[src/stack_expression_machine_defines.svh]
// Assertion macros for the stack expression machine.
// Used by files that carry concurrent assertions; expects clk and rst_n in scope.
`ifndef STACK_EXPRESSION_MACHINE_DEFINES_SVH
`define STACK_EXPRESSION_MACHINE_DEFINES_SVH

// same-cycle implication
`define SEM_ASSERT_IMPL(lbl, ante, cons, msg) \
  lbl: assert property (@(posedge clk) disable iff (!rst_n) (ante) |-> (cons)) \
    else $error(msg);

// next-cycle implication
`define SEM_ASSERT_NEXT(lbl, ante, cons, msg) \
  lbl: assert property (@(posedge clk) disable iff (!rst_n) (ante) |=> (cons)) \
    else $error(msg);

`endif

[src/sem_pkg.sv]
// Shared types and constants for the stack expression machine.
// No dependencies; used by sem_alu and stack_expression_machine.
package sem_pkg;

  localparam int STACK_DEPTH = 256;
  localparam int SP_W        = $clog2(STACK_DEPTH + 1);
  localparam int ADDR_W      = $clog2(STACK_DEPTH);
  localparam int DATA_W      = 64;
  localparam int OP_W        = 4;
  localparam int STATUS_W    = 3;
  localparam int IN_TDATA_W  = 72;
  localparam int CNT_W       = $clog2(DATA_W);

  localparam logic [OP_W-1:0] OP_PUSH = 4'd0;
  localparam logic [OP_W-1:0] OP_ADD  = 4'd1;
  localparam logic [OP_W-1:0] OP_SUB  = 4'd2;
  localparam logic [OP_W-1:0] OP_MUL  = 4'd3;
  localparam logic [OP_W-1:0] OP_DIV  = 4'd4;
  localparam logic [OP_W-1:0] OP_EQ   = 4'd5;
  localparam logic [OP_W-1:0] OP_LT   = 4'd6;
  localparam logic [OP_W-1:0] OP_GT   = 4'd7;
  localparam logic [OP_W-1:0] OP_LE   = 4'd8;
  localparam logic [OP_W-1:0] OP_GE   = 4'd9;

  localparam logic [STATUS_W-1:0] ST_OK        = 3'd0;
  localparam logic [STATUS_W-1:0] ST_DIV_ZERO  = 3'd1;
  localparam logic [STATUS_W-1:0] ST_UNDERFLOW = 3'd2;
  localparam logic [STATUS_W-1:0] ST_OVERFLOW  = 3'd3;
  localparam logic [STATUS_W-1:0] ST_BAD_OP    = 3'd4;
  localparam logic [STATUS_W-1:0] ST_EMPTY     = 3'd5;

  typedef struct packed {
    logic              start;
    logic [OP_W-1:0]   op;
    logic [DATA_W-1:0] a;
    logic [DATA_W-1:0] b;
  } alu_req_t;

  typedef struct packed {
    logic              done;
    logic [DATA_W-1:0] result;
  } alu_rsp_t;

endpackage

[src/sem_alu.sv]
// Iterative arithmetic unit: one shared 65-bit adder for add, sub, compare,
// shift-add multiply and restoring divide. Depends on sem_pkg.
module sem_alu (
  input  logic              clk,
  input  logic              rst_n,
  input  sem_pkg::alu_req_t req,
  output sem_pkg::alu_rsp_t rsp
);

  typedef enum logic [4:0] {
    A_IDLE = 5'b00001,
    A_NEGA = 5'b00010,
    A_NEGB = 5'b00100,
    A_LOOP = 5'b01000,
    A_NEGQ = 5'b10000
  } alu_state_t;

  alu_state_t state_r, state_nxt;
  logic [sem_pkg::DATA_W-1:0] x_r, x_nxt, y_r, y_nxt, z_r, z_nxt, res_r, res_nxt;
  logic [sem_pkg::CNT_W-1:0]  cnt_r, cnt_nxt;
  logic neg_r, neg_nxt, div_r, div_nxt, done_r, done_nxt;

  logic [sem_pkg::DATA_W-1:0] add_x, add_y, rem_sh;
  logic                       add_sub, add_sx, lt, eq, qbit;
  logic [sem_pkg::DATA_W:0]   sum;

  assign rem_sh = {x_r[sem_pkg::DATA_W-2:0], z_r[sem_pkg::DATA_W-1]};

  // shared adder operand selection
  always_comb begin
    add_x   = req.a;
    add_y   = req.b;
    add_sub = (req.op != sem_pkg::OP_ADD);
    add_sx  = 1'b1;
    unique case (state_r)
      A_IDLE: begin
      end
      A_NEGA: begin
        add_x = '0; add_y = z_r; add_sub = 1'b1; add_sx = 1'b0;
      end
      A_NEGB: begin
        add_x = '0; add_y = y_r; add_sub = 1'b1; add_sx = 1'b0;
      end
      A_LOOP: begin
        add_x   = div_r ? rem_sh : x_r;
        add_y   = y_r;
        add_sub = div_r;
        add_sx  = 1'b0;
      end
      A_NEGQ: begin
        add_x = '0; add_y = z_r; add_sub = 1'b1; add_sx = 1'b0;
      end
      default: begin
      end
    endcase
  end

  assign sum = {add_sx & add_x[sem_pkg::DATA_W-1], add_x}
             + ({add_sx & add_y[sem_pkg::DATA_W-1], add_y} ^ {(sem_pkg::DATA_W+1){add_sub}})
             + {{sem_pkg::DATA_W{1'b0}}, add_sub};
  assign lt   = sum[sem_pkg::DATA_W];
  assign eq   = (req.a == req.b);
  assign qbit = ~sum[sem_pkg::DATA_W];

  always_comb begin
    state_nxt = state_r;
    x_nxt     = x_r;
    y_nxt     = y_r;
    z_nxt     = z_r;
    cnt_nxt   = cnt_r;
    neg_nxt   = neg_r;
    div_nxt   = div_r;
    res_nxt   = res_r;
    done_nxt  = 1'b0;
    unique case (state_r)
      A_IDLE: begin
        if (req.start) begin
          priority case (req.op)
            sem_pkg::OP_MUL: begin
              x_nxt     = '0;
              y_nxt     = req.a;
              z_nxt     = req.b;
              cnt_nxt   = '1;
              div_nxt   = 1'b0;
              state_nxt = A_LOOP;
            end
            sem_pkg::OP_DIV: begin
              y_nxt     = req.b;
              z_nxt     = req.a;
              neg_nxt   = req.a[sem_pkg::DATA_W-1] ^ req.b[sem_pkg::DATA_W-1];
              div_nxt   = 1'b1;
              state_nxt = A_NEGA;
            end
            sem_pkg::OP_EQ: begin
              res_nxt = {{(sem_pkg::DATA_W-1){1'b0}}, eq};  done_nxt = 1'b1;
            end
            sem_pkg::OP_LT: begin
              res_nxt = {{(sem_pkg::DATA_W-1){1'b0}}, lt};  done_nxt = 1'b1;
            end
            sem_pkg::OP_GT: begin
              res_nxt = {{(sem_pkg::DATA_W-1){1'b0}}, ~lt & ~eq};  done_nxt = 1'b1;
            end
            sem_pkg::OP_LE: begin
              res_nxt = {{(sem_pkg::DATA_W-1){1'b0}}, lt | eq};  done_nxt = 1'b1;
            end
            sem_pkg::OP_GE: begin
              res_nxt = {{(sem_pkg::DATA_W-1){1'b0}}, ~lt};  done_nxt = 1'b1;
            end
            default: begin
              res_nxt  = sum[sem_pkg::DATA_W-1:0];
              done_nxt = 1'b1;
            end
          endcase
        end
      end
      A_NEGA: begin
        if (z_r[sem_pkg::DATA_W-1]) begin
          z_nxt = sum[sem_pkg::DATA_W-1:0];
        end
        state_nxt = A_NEGB;
      end
      A_NEGB: begin
        if (y_r[sem_pkg::DATA_W-1]) begin
          y_nxt = sum[sem_pkg::DATA_W-1:0];
        end
        x_nxt     = '0;
        cnt_nxt   = '1;
        state_nxt = A_LOOP;
      end
      A_LOOP: begin
        if (div_r) begin
          x_nxt = qbit ? sum[sem_pkg::DATA_W-1:0] : rem_sh;
          z_nxt = {z_r[sem_pkg::DATA_W-2:0], qbit};
        end else begin
          x_nxt = z_r[0] ? sum[sem_pkg::DATA_W-1:0] : x_r;
          y_nxt = {y_r[sem_pkg::DATA_W-2:0], 1'b0};
          z_nxt = {1'b0, z_r[sem_pkg::DATA_W-1:1]};
        end
        cnt_nxt = cnt_r - 1'b1;
        if (cnt_r == '0) begin
          if (div_r) begin
            state_nxt = A_NEGQ;
          end else begin
            res_nxt   = x_nxt;
            done_nxt  = 1'b1;
            state_nxt = A_IDLE;
          end
        end
      end
      A_NEGQ: begin
        res_nxt   = neg_r ? sum[sem_pkg::DATA_W-1:0] : z_r;
        done_nxt  = 1'b1;
        state_nxt = A_IDLE;
      end
      default: begin
        state_nxt = A_IDLE;
      end
    endcase
  end

  always_ff @(posedge clk) begin
    if (!rst_n) begin
      state_r <= A_IDLE;
      done_r  <= 1'b0;
    end else begin
      state_r <= state_nxt;
      done_r  <= done_nxt;
    end
  end

  always_ff @(posedge clk) begin
    x_r   <= x_nxt;
    y_r   <= y_nxt;
    z_r   <= z_nxt;
    cnt_r <= cnt_nxt;
    neg_r <= neg_nxt;
    div_r <= div_nxt;
    res_r <= res_nxt;
  end

  assign rsp.done   = done_r;
  assign rsp.result = res_r;

endmodule

[config.mk]
export PLATFORM = sky130hd
export DESIGN_NAME = sem_alu
export DESIGN_NICKNAME = d
export VERILOG_FILES = /design/src/stack_expression_machine_defines.svh /design/src/sem_pkg.sv /design/src/sem_alu.sv
export SDC_FILE = /design/constraint.sdc
export NUM_CORES = 1
export LEC_CHECK = 0
export ABC_AREA = 1
export CORE_UTILIZATION = 35
export CTS_CLUSTER_DIAMETER = 120
export DETAILED_ROUTE_END_ITERATION = 8
export DONT_BUFFER_PORTS = 1
export SLEW_MARGIN = 40
export SYNTH_ARGS = -nofsm -noshare
export SYNTH_HDL_FRONTEND = slang
export SYNTH_SLANG_ARGS = --single-unit
export TNS_END_PERCENT = 10
[constraint.sdc]
create_clock -name clk -period 7 [get_ports clk]
set_clock_uncertainty 0.1 [all_clocks]
set_input_delay 1.05 -clock clk [delete_from_list [all_inputs] [get_ports clk]]
set_output_delay 1.05 -clock clk [all_outputs]
set_load 0.1 [all_outputs]
# Word-level counts from Yosys, hierarchy flattened
# Index checks and enable logic that the tools add are counted.
# word_totals
regBits,270
inputBits,135
output_inout_bits,65
elab_cells,104
# op_classes
add_sub_neg,3
n_eq_ne,22
muxes,41
n_bitwise,8
reduce_logical,19
# op_table
operator,count
$mux 64,16
$pmux 64 s3,4
$pmux 64 s2,4
$pmux 64 s6,1
$add 65x1->65,1
$add 65x65->65,1
$xor 65x65->65,1
$eq 64x64->1,1
$pmux 5 s4,1
$pmux 6 s3,1
$eq 4x3->1 const B,4
$mux 5,3
$reduce_and 3->1,5
$mux 6,2
$ne 2x2->1 const B,6
$pmux 5 s2,1
$reduce_and 5->1,2
$reduce_bool 3->1,3
$eq 4x4->1 const B,2
$reduce_and 4->1,2
$logic_not 6->1,1
$reduce_or 2->1,3
$sub 6x1->6 const B,1
$eq 5x1->1 const B,1
other kinds (18),26

# Logic depth before layout (Yosys ltp)
# Gate-level depths: netlist (run 1).
# logic_depth
word_depth,12
depth_mapped,32
depth_no_buf,31

# Least setup slack after synthesis (run 1)
# Ideal clock, no wire load.
# synth_path
kind,register to register
start,reg state_r[0]
end,reg res_r[0] in the netlist's numbering (enable)
arrival_ps,5787
required_time_ps,6323
path_slack_ps,536
stages_incl_launch_ff,8
path_buffers,2
synth_period_minus_slack_ps,6464
cell_sequence,dfxtp_1 -> nor2_4 -> nand2_2 -> nor2_4 -> nand2_1 -> clkbuf_1 -> clkbuf_1 -> o21ai_0
# synth_between
elab_chain_cells,3
# synth_lines
item,line,source
start: declaration,sem_alu.sv:18,"alu_state_t state_r, state_nxt;"
start signal: assignment,sem_alu.sv:166,state_r <= state_nxt;
$eq 5x1->1 (tied with other cells),sem_alu.sv:75,unique case (state_r)
$ne 2x2->1 (no source line) or $reduce_bool 3->1 (tied branches),n/a,
$reduce_and 5->1 (no source line) (*),n/a,
end signal: assignment,sem_alu.sv:178,res_r <= res_nxt;
end: declaration,sem_alu.sv:19,"logic [sem_pkg::DATA_W-1:0] x_r, x_nxt, y_r, y_nxt, z_r, z_nxt, res_r, res_nxt;"
# Mark *: on every way between the ends. The rest lies on a longest branch, timed or not.
# A chain may end at the register's enable or synchronous reset.

# Worst setup path after layout (run 1)
# layout_path
start,reg state_r[0]
end,reg res_r[58] in the netlist's numbering (data pin)
# layout_between
elab_chain_cells,12
# layout_lines
item,line,source
$eq 5x2->1 (tied with other cells),sem_alu.sv:35,unique case (state_r)
$reduce_or 2->1 (no source line) or $reduce_or 4->1 (tied branches),n/a,
$pmux 64 s2 or $mux 1 (tied branches),sem_alu.sv:35,
$and 1x1->1,sem_alu.sv:59,"+ ({add_sx & add_y[sem_pkg::DATA_W-1], add_y} ^ {(sem_pkg::DATA_W+1){add_sub}})"
$xor 65x65->65,sem_alu.sv:59,
$add 65x65->65,sem_alu.sv:59,
$add 65x1->65,sem_alu.sv:60,"+ {{sem_pkg::DATA_W{1'b0}}, add_sub};"
$mux 64,sem_alu.sv:132,x_nxt = qbit ? sum[sem_pkg::DATA_W-1:0] : rem_sh;
$mux 64,sem_alu.sv:131,if (div_r) begin
$mux 64,sem_alu.sv:141,if (div_r) begin
$mux 64,sem_alu.sv:140,if (cnt_r == '0) begin
$pmux 64 s3 (*),sem_alu.sv:75,
via res_nxt (one bit),sem_alu.sv:19,
# The timed path passes the listed nets; every way through them passes the cells marked *. The select of a mux whose other input is x is not followed.

==> results.py, run 1 <==
metrics = {
    "worst_setup_path": {
        "start_kind": "register",
        "arrival_ns": 5.94,
        "max_stage_delay_ns": 0.54,
        "timing.rr.end": "res_r[58]",
        "ff2ff_path_depth": 27,
        "crit_top_cell": "inv_1",
        "r2r_slack_ns": 1.26,
        "reg2reg_from": "state_r[0]",
        "cp_max_fo": 21,
        "crit_type": "register to register",
        "crit_required_ns": 7.20,
        "end_kind": "register",
        "slowest_stage": "nor4_1",
    },
    "drt": {
        "antenna_left": 0,
        "vias_per_cell": 6.03,
        "wirelength_um": 109000,
        "routedWlPerCell_um": 25.8,
        "num_vias": 25489,
        "drt_iter0_markers": 3632,
        "first_pass_iters": 6,
        "route.detailed.drc": 0,
    },
    "flow_run": {
        "maxCapViolCount": 0,
    },
    "final_layout": {
        "fin_util_pct": 41.4,
        "area_delta_synth_final_pct": 16.6,
        "drive_gt1_share_pct": 8.23,
        "mostFrequentLayoutCell": "nand2_1",
        "nNetsFinal": 3529,
        "layout_common_cells": "nand2_1, inv_1, a21oi_1",
    },
    "yosys": {
        "synth_seq_cells": 270,
        "synth-edff-count": 264,
        "netlist_area_sq_um": 24000,
        "synth.largest_area_cell": "edfxtp_1",
        "ys_top_cells_by_area": "edfxtp_1, nand2_1, a21oi_1, inv_1, o21ai_0",
        "yosysUniqueCellTypes": 58,
        "synth_top_area_share_pct": 33.1,
        "yosysWarnings": 0,
        "synth_seq_area_share_pct": 33.6,
        "synth_ff_type": "edfxtp_1",
        "synth_nets": 3549,
        "synth_cells": 3348,
        "syn_avg_cell_area_sq_um": 7.16,
        "async_reset_ff_share_pct": 0,
    },
    "power": {
        "leakagePower_uw": 0.0117,
        "switching_share_pct": 46.7,
        "p_sw_uw": 4180,
        "p_comb_share_pct": 48.4,
        "seq_power_share_pct": 30.4,
        "p_per_area_nw_per_um2": 321,
        "power_frac_clock_pct": 21.2,
        "p_int_uw": 4780,
        "ir_drop_mv": 0.191,
    },
    "global_routing": {
        "antenna_found_initial": 0,
        "grt_pass1_vias": 23321,
        "grt_usage_pct": 30.5,
        "grt-ovfl-total": 0,
        "grt_max_degree": 88,
        "grt_pass1_wl_um": 159000,
    },
    "die": {
        "num_io_pins": 200,
        "coreArea_sq_um": 67500,
        "die_h_um": 264,
        "initial_core_util_pct": 35.5,
        "die-area_sq_um": 69500,
        "die_w_um": 264,
        "std_cell_rows": 95,
    },
    "sta": {
        "period_needed_ns": 5.74,
        "rsz0062_at_grt": "no",
        "max_freq_ghz": 0.174,
        "final_max_slew_viol_count": 0,
        "hold_violations": 0,
        "fin_tns_setup_ns": 0,
        "setup_viol": 0,
        "min_period_over_period_pct": 82.0,
        "tightest_slew_ns": 0.916,
        "maxSlewHeadroom_pct": 38.9,
    },
    "clock_tree": {
        "post_cts_buffers": 0,
        "cts_buffers": 35,
        "clk_latency_ns": 0.59,
        "cts.sink_count": 270,
        "cts.clk_slew.worst_paths_ns": 0.06,
        "clockBufferDepth": 3,
        "htree_levels": 2,
        "cts_tree": "yes",
        "cts-root-buf": "clkbuf_16",
        "cts.repair.resized": 0,
        "hold_buffers": 0,
    },
    "place": {
        "gp_congestion": 1.04,
        "hpwl_um": 79800,
        "port_buffers": 0,
    },
    "min_path": {
        "holdPathStages": 1,
        "hp-class": "primary input to register",
        "min_to": "state_r[0]",
        "hp-start": "rst_n",
    },
    "outcome": {
        "outcome": "finished, final reports clean",
    },
}
==> power by group through the flow <==
stage / sequential (uW) / clock, uW / combinational [uW]
2_1_floorplan: 3350 / 0 / 1920
6_report: 2730 / 1900 / 4340
4_1_cts: 2740 / 1900 / 4190
3_5_place_dp: 2770 / 0 / 4180
3_3_place_gp: 3460 / 0 / 2890
5_1_grt: 2750 / 1950 / 4570
==> per-layer routing <==
layer  share of wire, %  track usage (%)  wire length [um]  up-vias
met3                 13             8.04             14000      236
met2                 40             43.3             43900     1725
li1                   -                -                 -    11603
met4                3.8             10.7              4160        0
met5                  0                0                 0        -
met1                 43             44.1             46800    11925
==> layout make-up <==
class                           instances  area [sq um]
Antenna cell                            1          2.50
Clock inverter                         18           229
Tap cell                              873          1090
Clock buffer                           44           920
Inverter                              416          1560
Sequential cell                       270          8050
Fill cell                            6932         39600
Multi-Input combinational cell       2474         13700
Timing Repair Buffer                  131          2360
==> through the flow <==
stage / cells / setup slack, ns / total power, uW / hold WS, ns / area (sq um)
3_3_place_gp: 4097 / 0.794 / 6340 / 0.453 / 25000
3_5_place_dp: 4161 / 0.929 / 6950 / 0.453 / 26700
5_1_grt: 4226 / 0.952 / 9280 / 0.447 / 27900
2_1_floorplan: 3348 / 0.536 / 5280 / 0.431 / 24000
6_report: 4227 / 1.26 / 8960 / 0.455 / 27900
4_1_cts: 4223 / 1.43 / 8830 / 0.445 / 27900
==> cells in the mapped netlist (3+ instances only) <==
master,count
o211ai_1,73
a31oi_1,5
a22oi_1,52
nand2_4,3
o21a_1,17
nand4_1,66
buf_1,19
xnor2_1,16
nor2_2,4
clkinv_1,4
a21oi_1,381
nor2_1,267
o22ai_1,77
nand2_2,31
a221oi_1,21
a21o_1,6
xor2_2,5
a21boi_0,3
inv_2,11
xnor2_2,3
nand3_2,5
or2_2,6
nand2_1,669
buf_2,13
clkbuf_1,151
o21ai_0,291
dfxtp_1,6
o2111ai_1,7
o21bai_1,4
a32oi_1,3
ha_1,65
o21ai_1,31
buf_6,3
o21ai_2,3
edfxtp_1,264
xor2_1,143
a211oi_1,6
a2bb2oi_1,3
nor3_1,20
nand3_1,81
o221ai_1,73
nor4_1,17
inv_1,401
==> critical path, delay by kind of cell (launching register included) <==
kind	cells	cell delay, ns
AND/OR/NAND/NOR	15	2.41
adder cells (fa/ha/maj)	1	0.40
XOR/XNOR	1	0.28
AO/OA/AOI/OAI	3	0.60
buffers and inverters	7	1.25
flip-flops	1	0.43
==> flip-flops by register name, summed over array words and instances (netlist names) <==
register  flops
z_r          64
done_r        1
cnt_r         6
state_r       5
res_r        64
y_r          64
div_r         1
x_r          64
neg_r         1
==> how the worst max path moves through the flow <==
stage,startpoint,endpoint,slack [ns],cells after the start
2_1_floorplan,state_r[0],res_r[0],0.54,7
3_3_place_gp,req[129],res_r[14],0.79,22
3_5_place_dp,req[129],res_r[58],0.93,21
4_1_cts,state_r[0],res_r[58],1.43,27
5_1_grt,state_r[4],res_r[58],0.95,25
6_report,state_r[0],res_r[58],1.26,27
==> cell families (layout without fill, tap and decap cells) <==
| logic type | after synthesis | in the layout | synth area share, % |
|---|---|---|---|
| and+or+nand+nor | 1176 | 1176 | 20.6 |
| AOI/OAI and AO/OA | 1064 | 1064 | 26.2 |
| buffers and inverters | 604 | 609 | 9.65 |
| DFF | 270 | 270 | 33.6 |
| xor gates and xnor gates | 168 | 168 | 6.47 |
| adders and majority gates | 66 | 66 | 3.48 |
| other | 0 | 1 | 0 |
No activity file was read; power rests on OpenSTA's default activity.
==> run 2, diff against run 1 <==
- clock period: 7 -> 5.95 ns (I/O delays scaled with it)
==> run 2 against run 1 <==
Against the previous run: maximum frequency is 5.5% higher; clock power is 20% higher; power is 19% higher; count of clock-buffer cells in the layout is 3 lower; register-to-register slack worse by 0.75 ns; wire length is 0.30% lower; worst hold slack worse by 0.16 ns; critical path depth stayed put.
==> results.py, run 2 (synthesis results as in run 1) <==
metrics = {
    "global_routing": {
        "antenna_found_initial": 0,
        "grt_max_degree": 89,
        "grt-ovfl-total": 0,
        "grt_pass1_vias": 23479,
        "grt_usage_pct": 30.3,
        "grt_pass1_wl_um": 158000,
    },
    "clock_tree": {
        "htree_levels": 2,
        "cts_tree": "yes",
        "cts-root-buf": "clkbuf_16",
        "cts_buffers": 37,
        "clk_latency_ns": 0.59,
        "post_cts_buffers": 0,
        "cts.clk_slew.worst_paths_ns": 0.06,
        "hold_buffers": 0,
        "cts.sink_count": 270,
        "cts.repair.resized": 0,
        "clockBufferDepth": 3,
    },
    "drt": {
        "drt_iter0_markers": 3796,
        "routedWlPerCell_um": 25.6,
        "vias_per_cell": 6.05,
        "route.detailed.drc": 0,
        "first_pass_iters": 6,
        "wirelength_um": 109000,
        "num_vias": 25670,
        "antenna_left": 0,
    },
    "power": {
        "p_comb_share_pct": 48.5,
        "total_power_uw": 10700,
        "p_int_uw": 5720,
        "switching_share_pct": 46.5,
        "ir_drop_mv": 0.231,
        "p_per_area_nw_per_um2": 380,
        "leakagePower_uw": 0.0118,
        "seq_power_share_pct": 30.1,
        "power_frac_clock_pct": 21.3,
        "p_sw_uw": 4960,
    },
    "sta": {
        "final_max_slew_viol_count": 0,
        "period_needed_ns": 5.44,
        "maxSlewHeadroom_pct": 39.0,
        "rsz0062_at_grt": "no",
        "fin_tns_setup_ns": 0,
        "setup_viol": 0,
        "hold_violations": 0,
        "tightest_slew_ns": 0.909,
        "max_freq_ghz": 0.184,
        "min_period_over_period_pct": 91.5,
    },
    "die": {
        "die_h_um": 264,
        "num_io_pins": 200,
        "std_cell_rows": 95,
        "initial_core_util_pct": 35.5,
        "die-area_sq_um": 69500,
        "die_w_um": 264,
        "coreArea_sq_um": 67500,
    },
    "worst_setup_path": {
        "crit_required_ns": 6.29,
        "ff2ff_path_depth": 27,
        "crit_type": "register to register",
        "reg2reg_from": "state_r[2]",
        "start_kind": "register",
        "timing.rr.end": "res_r[7]",
        "end_kind": "register",
        "r2r_slack_ns": 0.51,
        "arrival_ns": 5.78,
        "cp_max_fo": 31,
    },
    "place": {
        "hpwl_um": 81100,
        "gp_congestion": 1.12,
        "place_area_sq_um": 26800,
        "port_buffers": 0,
    },
    "final_layout": {
        "drive_gt1_share_pct": 8.84,
        "area_delta_synth_final_pct": 17.4,
        "layout_common_cells": "nand2_1, inv_1, a21oi_1",
        "mostFrequentLayoutCell": "nand2_1",
        "fin_area_sq_um": 28100,
        "fin_util_pct": 41.7,
        "seqCellArea_sq_um": 8050,
        "multi_input_area_sq_um": 13700,
        "nNetsFinal": 3547,
        "n_fill_cell": 6908,
    },
    "min_path": {
        "hp-class": "primary input to register",
        "holdPathStages": 1,
        "hp-start": "rst_n",
        "min_to": "state_r[0]",
    },
    "outcome": {
        "outcome": "finished, final reports clean",
    },
    "flow_run": {
        "maxCapViolCount": 0,
    },
}
==> run 2: worst max path at each step <==
stage / cells after the start / from / slack [ns] / endpoint
floorplan: 4 / req[128] / 0.62 / cnt_r[0]
CTS: 27 / state_r[2] / 0.56 / res_r[7]
detailed placement: 24 / req[129] / 0.31 / res_r[5]
global route: 27 / state_r[2] / 0.15 / res_r[18]
global placement: 22 / req[129] / 0.43 / res_r[10]
finish: 27 / state_r[2] / 0.51 / res_r[7]
==> run 2: layout make-up <==
| class | instances | area share [%] |
|---|---|---|
| Multi-Input combinational cell | 2474 | 48.8 |
| Sequential cell | 270 | 28.6 |
| Timing Repair Buffer | 147 | 8.91 |
| Inverter | 416 | 5.57 |
| Tap cell | 873 | 3.88 |
| Clock buffer | 41 | 3.34 |
| Clock inverter | 24 | 0.889 |
| Antenna cell | 1 | 0.00889 |
==> run 2: worst max-delay path, cell delays in order, from the launching register on <==
cell     delay [ns]
dfxtp_1        0.38
inv_1          0.07
nand2_1        0.16
nor2_4         0.08
inv_1          0.11
nor2_4         0.04
inv_2          0.37
buf_4          0.26
buf_12         0.19
nor2_1         0.08
nor2_1         0.08
o21ai_0        0.07
o21ai_0        0.09
inv_1          0.07
ha_1           0.39
nand2_1        0.12
nor2_1         0.10
inv_1          0.08
nor2_1         0.17
inv_1          0.11
nor4_1         0.39
nand3_1        0.18
nand3_1        0.12
nand2_2        0.14
nor2_4         0.63
buf_4          0.42
o22ai_1        0.14
nand4_1        0.11
==> run 2: metal layers <==
layer	part of all wire (%)	GRT usage, %	vias up
li1	-	-	11661
met1	44	44.4	12118
met2	40	43.0	1682
met3	12	7.36	209
met4	3.6	10.3	0
met5	0	0	-
==> run 2: power groups by stage <==
| stage | Combinational, uW | Sequential (uW) | Clock (uW) |
|---|---|---|---|
| 3_3_place_gp | 3440 | 4090 | 0 |
| 3_5_place_dp | 4970 | 3290 | 0 |
| 5_1_grt | 5460 | 3250 | 2350 |
| 4_1_cts | 4980 | 3260 | 2290 |
| 2_1_floorplan | 2260 | 3940 | 0 |
| 6_report | 5180 | 3220 | 2280 |
==> run 2: per-stage QoR <==
step	std cells	hold WS (ns)	worst slack [ns]
2_1_floorplan	3348	0.431	0.620
3_3_place_gp	4113	0.452	0.433
3_5_place_dp	4176	0.448	0.309
4_1_cts	4241	0.281	0.556
5_1_grt	4245	0.290	0.146
6_report	4246	0.291	0.509
